--- src/rtl/imk_pkg.sv ---
`default_nettype none

package imk_pkg;

	typedef enum logic [1:0] {
		EL_IDLE = 2'd0,
		EL_DASH = 2'd1,
		EL_DOT  = 2'd2,
		EL_GAP  = 2'd3
	} element_t;

	localparam int unsigned CFG_INDEX_W = 2;
	localparam int unsigned CFG_DATA_W  = 16;
	localparam int unsigned TICK_W      = 16;

	localparam logic [CFG_INDEX_W-1:0] REG_STRAIGHT_MODE = 2'd0;
	localparam logic [CFG_INDEX_W-1:0] REG_DIT_LENGTH    = 2'd1;
	localparam logic [CFG_INDEX_W-1:0] REG_DAH_LENGTH    = 2'd2;

	localparam logic [TICK_W-1:0] DIT_LENGTH_RST = 16'd60;
	localparam logic [TICK_W-1:0] DAH_LENGTH_RST = 16'd180;

endpackage

`default_nettype wire

--- src/rtl/iambic_morse_keyer_core.sv ---
// A tick item goes through the input register, then the result register holding tone and
// element state.
// Throughput: one item per cycle while the output is not stalled; the element update is one
// short pass of logic on the state registers.
// Reset: element state, queued and previous element go idle, countdown to zero, straight
// mode off, dit length 60 and dah length 180 ticks; no item held in either stage.
`default_nettype none

module iambic_morse_keyer_core (
	input  wire logic                                 clk,
	input  wire logic                                 arst_n,
	input  wire logic                                 in_valid,
	output      logic                                 in_ready,
	input  wire logic                                 dot_paddle,
	input  wire logic                                 dash_paddle,
	output      logic                                 out_valid,
	input  wire logic                                 out_ready,
	output      logic                                 tone_on,
	output      logic [1:0]                           element_state,
	input  wire logic                                 cfg_we,
	input  wire logic [imk_pkg::CFG_INDEX_W-1:0]      cfg_index,
	input  wire logic [imk_pkg::CFG_DATA_W-1:0]       cfg_data
);

	// configuration
	logic                             straight_q;
	logic [imk_pkg::TICK_W-1:0]       dit_len_q;
	logic [imk_pkg::TICK_W-1:0]       dah_len_q;

	// input stage
	logic valid_s1;
	logic dot_s1;
	logic dash_s1;

	// keyer state
	imk_pkg::element_t                cur_q, que_q, prev_q;
	logic [imk_pkg::TICK_W-1:0]       ticks_q;

	// result register
	logic                             out_valid_q;
	logic                             tone_q;
	imk_pkg::element_t                state_out_q;

	logic                             adv;
	logic                             step;
	logic [imk_pkg::TICK_W-1:0]       ticks_dec;
	logic                             expired;
	imk_pkg::element_t                cur_d, que_d, prev_d;
	logic [imk_pkg::TICK_W-1:0]       ticks_d;
	logic                             tone_d;

	assign adv      = !out_valid_q || out_ready;
	assign step     = valid_s1 && adv;
	assign in_ready = !valid_s1 || adv;

	assign out_valid     = out_valid_q;
	assign tone_on       = tone_q;
	assign element_state = 2'(state_out_q);

	always_ff @(posedge clk or negedge arst_n) begin
		if (!arst_n) begin
			straight_q <= 1'b0;
			dit_len_q  <= imk_pkg::DIT_LENGTH_RST;
			dah_len_q  <= imk_pkg::DAH_LENGTH_RST;
		end else if (cfg_we) begin
			case (cfg_index)
				imk_pkg::REG_STRAIGHT_MODE: straight_q <= cfg_data[0];
				imk_pkg::REG_DIT_LENGTH:    dit_len_q  <= cfg_data;
				imk_pkg::REG_DAH_LENGTH:    dah_len_q  <= cfg_data;
				default: ;
			endcase
		end
	end

	always_ff @(posedge clk or negedge arst_n) begin
		if (!arst_n) begin
			valid_s1 <= 1'b0;
		end else if (in_ready) begin
			valid_s1 <= in_valid;
		end
	end

	always_ff @(posedge clk) begin
		if (in_valid && in_ready) begin
			dot_s1  <= dot_paddle;
			dash_s1 <= dash_paddle;
		end
	end

	// saturating countdown, decremented at the start of every tick
	assign ticks_dec = (ticks_q != '0) ? ticks_q - 1'b1 : ticks_q;
	assign expired   = (ticks_dec == '0);

	always_comb begin
		cur_d   = cur_q;
		que_d   = que_q;
		prev_d  = prev_q;
		ticks_d = ticks_dec;
		tone_d  = 1'b0;
		if (straight_q) begin
			tone_d = dot_s1 || dash_s1;
		end else begin
			case (cur_q)
				imk_pkg::EL_DASH: begin
					tone_d = 1'b1;
					if (dot_s1 && que_q == imk_pkg::EL_IDLE) begin
						que_d = imk_pkg::EL_DOT;
					end
					if (expired) begin
						prev_d  = imk_pkg::EL_DASH;
						cur_d   = imk_pkg::EL_GAP;
						ticks_d = dit_len_q;
					end
				end
				imk_pkg::EL_DOT: begin
					tone_d = 1'b1;
					if (dash_s1 && que_q == imk_pkg::EL_IDLE) begin
						que_d = imk_pkg::EL_DASH;
					end
					if (expired) begin
						prev_d  = imk_pkg::EL_DOT;
						cur_d   = imk_pkg::EL_GAP;
						ticks_d = dit_len_q;
					end
				end
				imk_pkg::EL_IDLE: begin
					if (dot_s1 && !dash_s1) begin
						prev_d  = imk_pkg::EL_IDLE;
						cur_d   = imk_pkg::EL_DOT;
						ticks_d = dit_len_q;
					end else if (!dot_s1 && dash_s1) begin
						prev_d  = imk_pkg::EL_IDLE;
						cur_d   = imk_pkg::EL_DASH;
						ticks_d = dah_len_q;
					end else if (dot_s1 && dash_s1 && que_q == imk_pkg::EL_IDLE) begin
						// squeeze from idle: dot first, timed with the dash length
						prev_d  = imk_pkg::EL_IDLE;
						cur_d   = imk_pkg::EL_DOT;
						que_d   = imk_pkg::EL_DASH;
						ticks_d = dah_len_q;
					end
				end
				default: begin
					// gap: play the queued element when it runs out
					if (expired) begin
						cur_d = que_q;
						if (que_q == imk_pkg::EL_DOT) begin
							ticks_d = dit_len_q;
						end else if (que_q == imk_pkg::EL_DASH) begin
							ticks_d = dah_len_q;
						end
						prev_d = imk_pkg::EL_GAP;
						que_d  = imk_pkg::EL_IDLE;
					end
					if (prev_d == imk_pkg::EL_DOT && dash_s1 && que_d == imk_pkg::EL_IDLE) begin
						que_d = imk_pkg::EL_DASH;
					end else if (prev_d == imk_pkg::EL_DASH && dot_s1 &&
							que_d == imk_pkg::EL_IDLE) begin
						que_d = imk_pkg::EL_DOT;
					end
				end
			endcase
		end
	end

	always_ff @(posedge clk or negedge arst_n) begin
		if (!arst_n) begin
			cur_q       <= imk_pkg::EL_IDLE;
			que_q       <= imk_pkg::EL_IDLE;
			prev_q      <= imk_pkg::EL_IDLE;
			ticks_q     <= '0;
			out_valid_q <= 1'b0;
		end else begin
			if (step) begin
				cur_q   <= cur_d;
				que_q   <= que_d;
				prev_q  <= prev_d;
				ticks_q <= ticks_d;
			end
			if (adv) begin
				out_valid_q <= valid_s1;
			end
		end
	end

	always_ff @(posedge clk) begin
		if (step) begin
			tone_q      <= tone_d;
			state_out_q <= cur_d;
		end
	end

	// idle is only reached once the countdown has run out
	a_idle_no_count: assert property (@(posedge clk) disable iff (!arst_n)
		cur_q == imk_pkg::EL_IDLE |-> ticks_q == '0)
		else $error("countdown running while idle");

	a_queue_never_gap: assert property (@(posedge clk) disable iff (!arst_n)
		que_q != imk_pkg::EL_GAP)
		else $error("gap queued as an element");

	a_result_tracks_state: assert property (@(posedge clk) disable iff (!arst_n)
		step |=> out_valid && element_state == 2'(cur_q))
		else $error("result state differs from keyer state");

	a_held_item_stays: assert property (@(posedge clk) disable iff (!arst_n)
		valid_s1 && !adv |=> valid_s1 && $stable(cur_q) && $stable(ticks_q))
		else $error("stalled item lost or state moved");

endmodule

`default_nettype wire
--- config.mk ---
export PLATFORM = sky130hd
export DESIGN_NAME = iambic_morse_keyer_core
export DESIGN_NICKNAME = d
export VERILOG_FILES = /design/src/rtl/imk_pkg.sv /design/src/rtl/iambic_morse_keyer_core.sv
export SDC_FILE = /design/constraint.sdc
export NUM_CORES = 1
export LEC_CHECK = 0
export BUFFER_PORTS_ARGS = -buffer_cell sky130_fd_sc_hd__buf_2
export CORE_MARGIN = 2
export CORE_UTILIZATION = 53
export DETAILED_ROUTE_END_ITERATION = 8
export PLACE_DENSITY = 0.81
export SYNTH_ARGS = -nofsm -noshare
export SYNTH_HDL_FRONTEND = slang
export SYNTH_SLANG_ARGS = --single-unit
--- constraint.sdc ---
create_clock -name clk -period 7 [get_ports clk]
set_input_delay 1.05 -clock clk [delete_from_list [all_inputs] [get_ports clk]]
set_output_delay 1.05 -clock clk [all_outputs]
set_load 0.01 [all_outputs]
# Yosys cells after proc, flatten, opt, wreduce, memory -nomap -nowiden
# Cells that the tools add are included.
# op_classes
add_sub_neg	1
mul	0
n_div	0
magnitude_cmp	0
eq_ne	16
n_shift	0
n_mux	39
bitwise_logic	1
n_reduce_logical	32
# ops
cell	n
16-bit 2-to-1 mux	9
2-bit 2-to-1 mux	24
16-bit one-hot mux with 2 select lines	1
16-bit zero test	1
16-bit nonzero test	1
16-bit by 1-bit subtractor with 16-bit output (second input constant)	1
2-bit inequality test (second input constant)	7
1-bit logical AND	12
2-bit one-hot mux with 3 select lines	2
2-bit by 1-bit == test with 1-bit output (second input constant)	4
2-bit == test (second input constant)	4
2-bit zero test	4
7-bit AND reduction	1
2-bit AND reduction	3
5-bit AND reduction	1
1-bit zero test	4
4-bit inequality test (second input constant)	1
2-bit one-hot mux with 2 select lines	1
1-bit logical OR	3
3-bit OR reduction	1
1-bit 2-to-1 mux	2
2-bit OR reduction	1
1-bit inverter	1
# word_totals
ff_bits	62
latch_bits	0
mem_bits_rw	0
romBits	0
inputBits	25
word_cells	102
n_memories	0

# Logic depth before layout (Yosys ltp)
# depth
word_depth	12
ltp_mapped	11
depth_no_buf	9

# Least setup slack after synthesis
# No wires, ideal clock.
# synth_timing
kind	register to register
startpoint	register ticks_q[0] (netlist bit)
endpoint	register state_out_q[1], in the netlist element_state[1] (data pin)
setup_time_ns	0.180
t_arrival_ns	2.980
slack_ns	3.840
stages_incl_launch_ff	10
synth_period_minus_slack_ns	3.160
cell_sequence	dfrtp_1 -> inv_1 -> ha_1 -> nor3b_1 -> a21boi_0 -> a2111oi_0 -> nand3_1 -> nor3_4 -> mux2_1 -> a221oi_1
# synth_between
elab_chain_cells	6
elab_cells_between_ends	8
classes_between	add/sub: 1; mux: 5; reduce/logical: 2
# synth_lines
element	line_no	rtl
start, declared	iambic_morse_keyer_core.sv:37	logic [imk_pkg::TICK_W-1:0] ticks_q;
start signal, assigned	iambic_morse_keyer_core.sv:178	ticks_q <= ticks_d;
16-bit by 1-bit subtractor with 16-bit output / 16-bit nonzero test (equally long branches)	iambic_morse_keyer_core.sv:91	assign ticks_dec = (ticks_q != '0) ? ticks_q - 1'b1 : ticks_q;
16-bit 2-to-1 mux (*)	iambic_morse_keyer_core.sv:91	
16-bit zero test (*)	iambic_morse_keyer_core.sv:92	assign expired = (ticks_dec == '0);
2-bit 2-to-1 mux (on tied branches)	iambic_morse_keyer_core.sv:145, iambic_morse_keyer_core.sv:109, iambic_morse_keyer_core.sv:120	
2-bit one-hot mux with 2 select lines (*)	iambic_morse_keyer_core.sv:103	case (cur_q)
2-bit 2-to-1 mux (*)	iambic_morse_keyer_core.sv:100	if (straight_q) begin
named net cur_d[1]	iambic_morse_keyer_core.sv:48	imk_pkg::element_t cur_d, que_d, prev_d;
end signal, assigned	iambic_morse_keyer_core.sv:189	state_out_q <= cur_d;
end, declared	iambic_morse_keyer_core.sv:42	imk_pkg::element_t state_out_q;
# The timed path passes the listed nets; every way through them passes the cells marked *.
# A chain may end at the register's enable or synchronous reset.

# Worst setup path in the final report
# layout_timing
startpoint	register ticks_q[0] (netlist bit)
endpoint	register state_out_q[0], in the netlist element_state[0] (data pin)
# The elaborated chain is that of the path after synthesis.

==> results.md <==
* outcome: completed
* HPWL Detailed: 8190 µm
* total overflow reported by the global router: 0
* start of the worst register-to-register path: ticks_q[0]$_DFFE_PN0P_
* Core Area: 0.00777 mm²
* number of primary I/O pins: 30
* drt drc: 0
* worst path bufs/invs: 1
* number of unique standard cell types used by synthesis: 61
* number of buffers inserted by hold repair at cts: 0
* data required time of the worst path: 7.16 ns
* RSZ-0062 raised after global routing: false
* ant diodes: 0
* average wire per standard cell: 20.0 µm
* post-synthesis area per instance: 9.33 µm²
* top cells by area, synth: sky130_fd_sc_hd__dfrtp_1 29%, sky130_fd_sc_hd__mux2_2 11%, sky130_fd_sc_hd__a21oi_1 5.3%
* worst-skew pair later-pin latency: 0.35 ns
* ratio of routed vias to standard cells: 6.84
* capturing element type of the critical path: flip-flop
* number of non-filler instances in the completed layout: 582
* first-iteration detailed-routing DRC count: 701
* Post-synth top cells: 49 x sky130_fd_sc_hd__dfrtp_1, 45 x sky130_fd_sc_hd__a21oi_1, 43 x sky130_fd_sc_hd__nor2_1
* NumNets Final: 509
* number of placed instances with taps included: 566
* wire length of the first global-routing pass: 19,100 µm
* starting density of the core: 55.1%
* syn_nets: 493
* number of synthesized register bits: 62
* number of search-and-repair iterations in the first detailed-routing pass: 5
* sink count of the clock tree: 62
* tightest slew margin relative to the limit: 33.6%
* final hold violations: 0
* post-synth top area cell: sky130_fd_sc_hd__dfrtp_1
* number of antenna violations at the first check in global routing: 0
* cells along the critical path: inv_1, ha_1, nor3b_1, a21boi_0, a2111oi_0, nand3_1, nor4_4, a2111oi_0, o31ai_1
* largest stage delay on the critical path: 0.88 ns
* most common cell in the netlist: sky130_fd_sc_hd__dfrtp_1
* most instantiated flip-flop cell in the synthesis netlist: sky130_fd_sc_hd__dfrtp_1
* power density cells: 375 mW/mm²
* kind of critical path: reg -> reg
* Lkg Pwr: 0.00188 µW
* Most common cell on crit path: sky130_fd_sc_hd__a2111oi_0
* max frequency: 239 MHz
* max-capacitance violation count: 0
* Setup Buffers After CTS: 0
* Post-Synthesis Cell Area: 0.00428 mm²
* die area: 0.00881 mm²
* CTS clk-pin slew, worst paths: 0.08 ns
* maximum ir drop on the vdd rail: 244 µV
* number of cells produced by synthesis: 459
* asr flop ratio synth: 91.9%
* fraction of layout cells with a size suffix above 1: 23.3%
* H-tree lvl count: 3
* post-cts sizing count: 0
* floorplan die height: 93.9 µm
* final total negative setup slack: 0 ns
* Post-synth EDFFs: 5
* clock period minus worst slack: 4.18 ns
* cell type of the slowest stage on the worst timing path: sky130_fd_sc_hd__nor4_4
* Max Buffers Root-to-Sink: 2
* final worst path period share: 59.8%
* Clock Skew: 0.0126 ns
* GRT Util Overall: 27.8%
* Min-Delay Startpoint: valid_s1$_DFFE_PN0N_
* via count of the first global-routing pass: 3,765
* critical path arrival: 4.35 ns
* die width: 93.9 µm
* cells on worst reg2reg path: 9
* number of input and output port buffers inserted: 29
* area overhead of the layout relative to synthesis: 9.59%
* Root Buffer Master: sky130_fd_sc_hd__clkbuf_8
* final slew viol count: 0
* Setup-failing EPs final: 0
* yosys synthesis warning count: 0
* number of cells on the worst hold path: 1
* reg-to-reg slack, setup: 2.82 ns
* post-synth top area share: 28.6%
* total length of routed wires: 11,700 µm
* transition time at the pin with the least slew margin: 0.992 ns
* hold worst-path end: out_valid$_DFFE_PN0P_
* path type of the worst min-delay path: reg -> reg
* count of nets left with antenna violations after detail routing: 0
* kind of cell adding the most delay to the critical path: simple AND/OR/NAND/NOR gates
* RePlAce Congestion: 1.02
* via count: 3,979
* standard-cell rows: 32
* number of buffers created by CTS: 9
* clock tree from TritonCTS: built
* CP startpoint kind: flip-flop
* post-synthesis sequential area ratio: 37.1%
* capture instance of the worst register-to-register path: element_state[0]$_DFFE_PP_
* maximum fanout along the worst path: 17
* largest net degree at the start of global routing: 58
logic make-up (layout without fill, tap and decap cells):
group | after synthesis | in the layout | share of synthesized area (%)
muxes | 56 | 56 | 14.3
and+or+nand+nor | 138 | 138 | 17.7
AOI/OAI and AO/OA | 143 | 143 | 23.0
xor gates and xnor gates | 5 | 5 | 1.02
DFF | 62 | 62 | 37.1
buffers and inverters | 46 | 67 | 4.27
adders and majority gates | 9 | 9 | 2.63
placed cells by master (no fill, tap or decap), types with 5 or more instances in the layout:
master and n:
sky130_fd_sc_hd__nor3_1 11, sky130_fd_sc_hd__a31oi_1 7, sky130_fd_sc_hd__mux2_2 40, sky130_fd_sc_hd__a211oi_1 7, sky130_fd_sc_hd__mux2i_1 14, sky130_fd_sc_hd__a21oi_1 45
sky130_fd_sc_hd__o21ai_0 20, sky130_fd_sc_hd__nand2_1 23, sky130_fd_sc_hd__nand2b_1 12, sky130_fd_sc_hd__nand4_1 5, sky130_fd_sc_hd__a221oi_1 16, sky130_fd_sc_hd__buf_2 29
sky130_fd_sc_hd__ha_1 9, sky130_fd_sc_hd__dfstp_2 8, sky130_fd_sc_hd__nor3_2 6, sky130_fd_sc_hd__dfrtp_1 49, sky130_fd_sc_hd__clkbuf_8 9, sky130_fd_sc_hd__o31ai_1 9
sky130_fd_sc_hd__nor2b_1 5, sky130_fd_sc_hd__nand3_1 5, sky130_fd_sc_hd__nor4_1 5, sky130_fd_sc_hd__nor2_1 43, sky130_fd_sc_hd__edfxtp_1 5, sky130_fd_sc_hd__inv_1 18
sky130_fd_sc_hd__a22o_1 6
cell type report:
type / instances / area [µm²]
fill: 648 / 3080
multi-input combinational: 351 / 2510
sequential: 62 / 1590
timing repair buffer: 33 / 175
tap: 102 / 128
clock buffer: 9 / 124
clock inverter: 7 / 98.8
inverter: 18 / 67.6
worst reg2reg max path, cell delays in order, from the launching register on:
cell and delay, ns:
sky130_fd_sc_hd__dfrtp_1 0.44, sky130_fd_sc_hd__inv_1 0.15, sky130_fd_sc_hd__ha_1 0.22, sky130_fd_sc_hd__nor3b_1 0.74, sky130_fd_sc_hd__a21boi_0 0.30, sky130_fd_sc_hd__a2111oi_0 0.44
sky130_fd_sc_hd__nand3_1 0.29, sky130_fd_sc_hd__nor4_4 0.88, sky130_fd_sc_hd__a2111oi_0 0.28, sky130_fd_sc_hd__o31ai_1 0.27
registers in the layout, indices dropped and copies added, names as in the netlist:
| register | cells |
|---|---|
| valid_s1 | 1 |
| dah_len_q | 16 |
| dit_len_q | 16 |
| tone_on | 1 |
| dash_s1 | 1 |
| que_q | 2 |
| straight_q | 1 |
| prev_q | 2 |
| out_valid | 1 |
| dot_s1 | 1 |
| cur_q | 2 |
| element_state | 2 |
| ticks_q | 16 |
how the worst max path moves through the flow:
stage	startpoint	endpoint	slack (ns)	depth (start not counted)
after floorplan	ticks_q[0]$_DFFE_PN0P_	element_state[1]$_DFFE_PP_	3.84	9
after global placement	ticks_q[0]$_DFFE_PN0P_	element_state[0]$_DFFE_PP_	3.23	9
after detailed placement	ticks_q[0]$_DFFE_PN0P_	element_state[0]$_DFFE_PP_	2.94	9
after CTS	ticks_q[0]$_DFFE_PN0P_	element_state[0]$_DFFE_PP_	2.92	9
after global routing	ticks_q[0]$_DFFE_PN0P_	element_state[0]$_DFFE_PP_	2.46	9
final	ticks_q[0]$_DFFE_PN0P_	element_state[0]$_DFFE_PP_	2.82	9
per-stage QoR:
| step | area [µm²] | hold slack, ns | power [µW] | setup slack (ns) | util [%] |
|---|---|---|---|---|---|
| finish | 4690 | 0.498 | 1760 | 2.82 | 60.4 |
| global route | 4690 | 0.530 | 1850 | 2.46 | 60.4 |
| CTS | 4690 | 0.501 | 1720 | 2.92 | 60.4 |
| detailed placement | 4470 | 0.478 | 1370 | 2.94 | 57.5 |
| global placement | 4470 | 0.475 | 1330 | 3.23 | 57.5 |
| floorplan | 4280 | 0.457 | 1170 | 3.84 | - |
routing by layer:
layer	vias to the layer above	GRT usage (%)	share of wire, %
met3	40	6.58	10
met5	-	0	0
li1	1768	-	-
met1	1887	39.5	41
met2	284	41.4	46
met4	0	10.4	2.5
where the power goes:
part | switching [µW] | total, µW | internal [µW] | leakage [µW]
registers | 162 | 629 | 467 | 0.000709
logic | 459 | 772 | 313 | 0.00106
clock network | 156 | 357 | 202 | 0.000109
total | 776 | 1760 | 981 | 0.00188
Power figures use the tool's default switching activity.
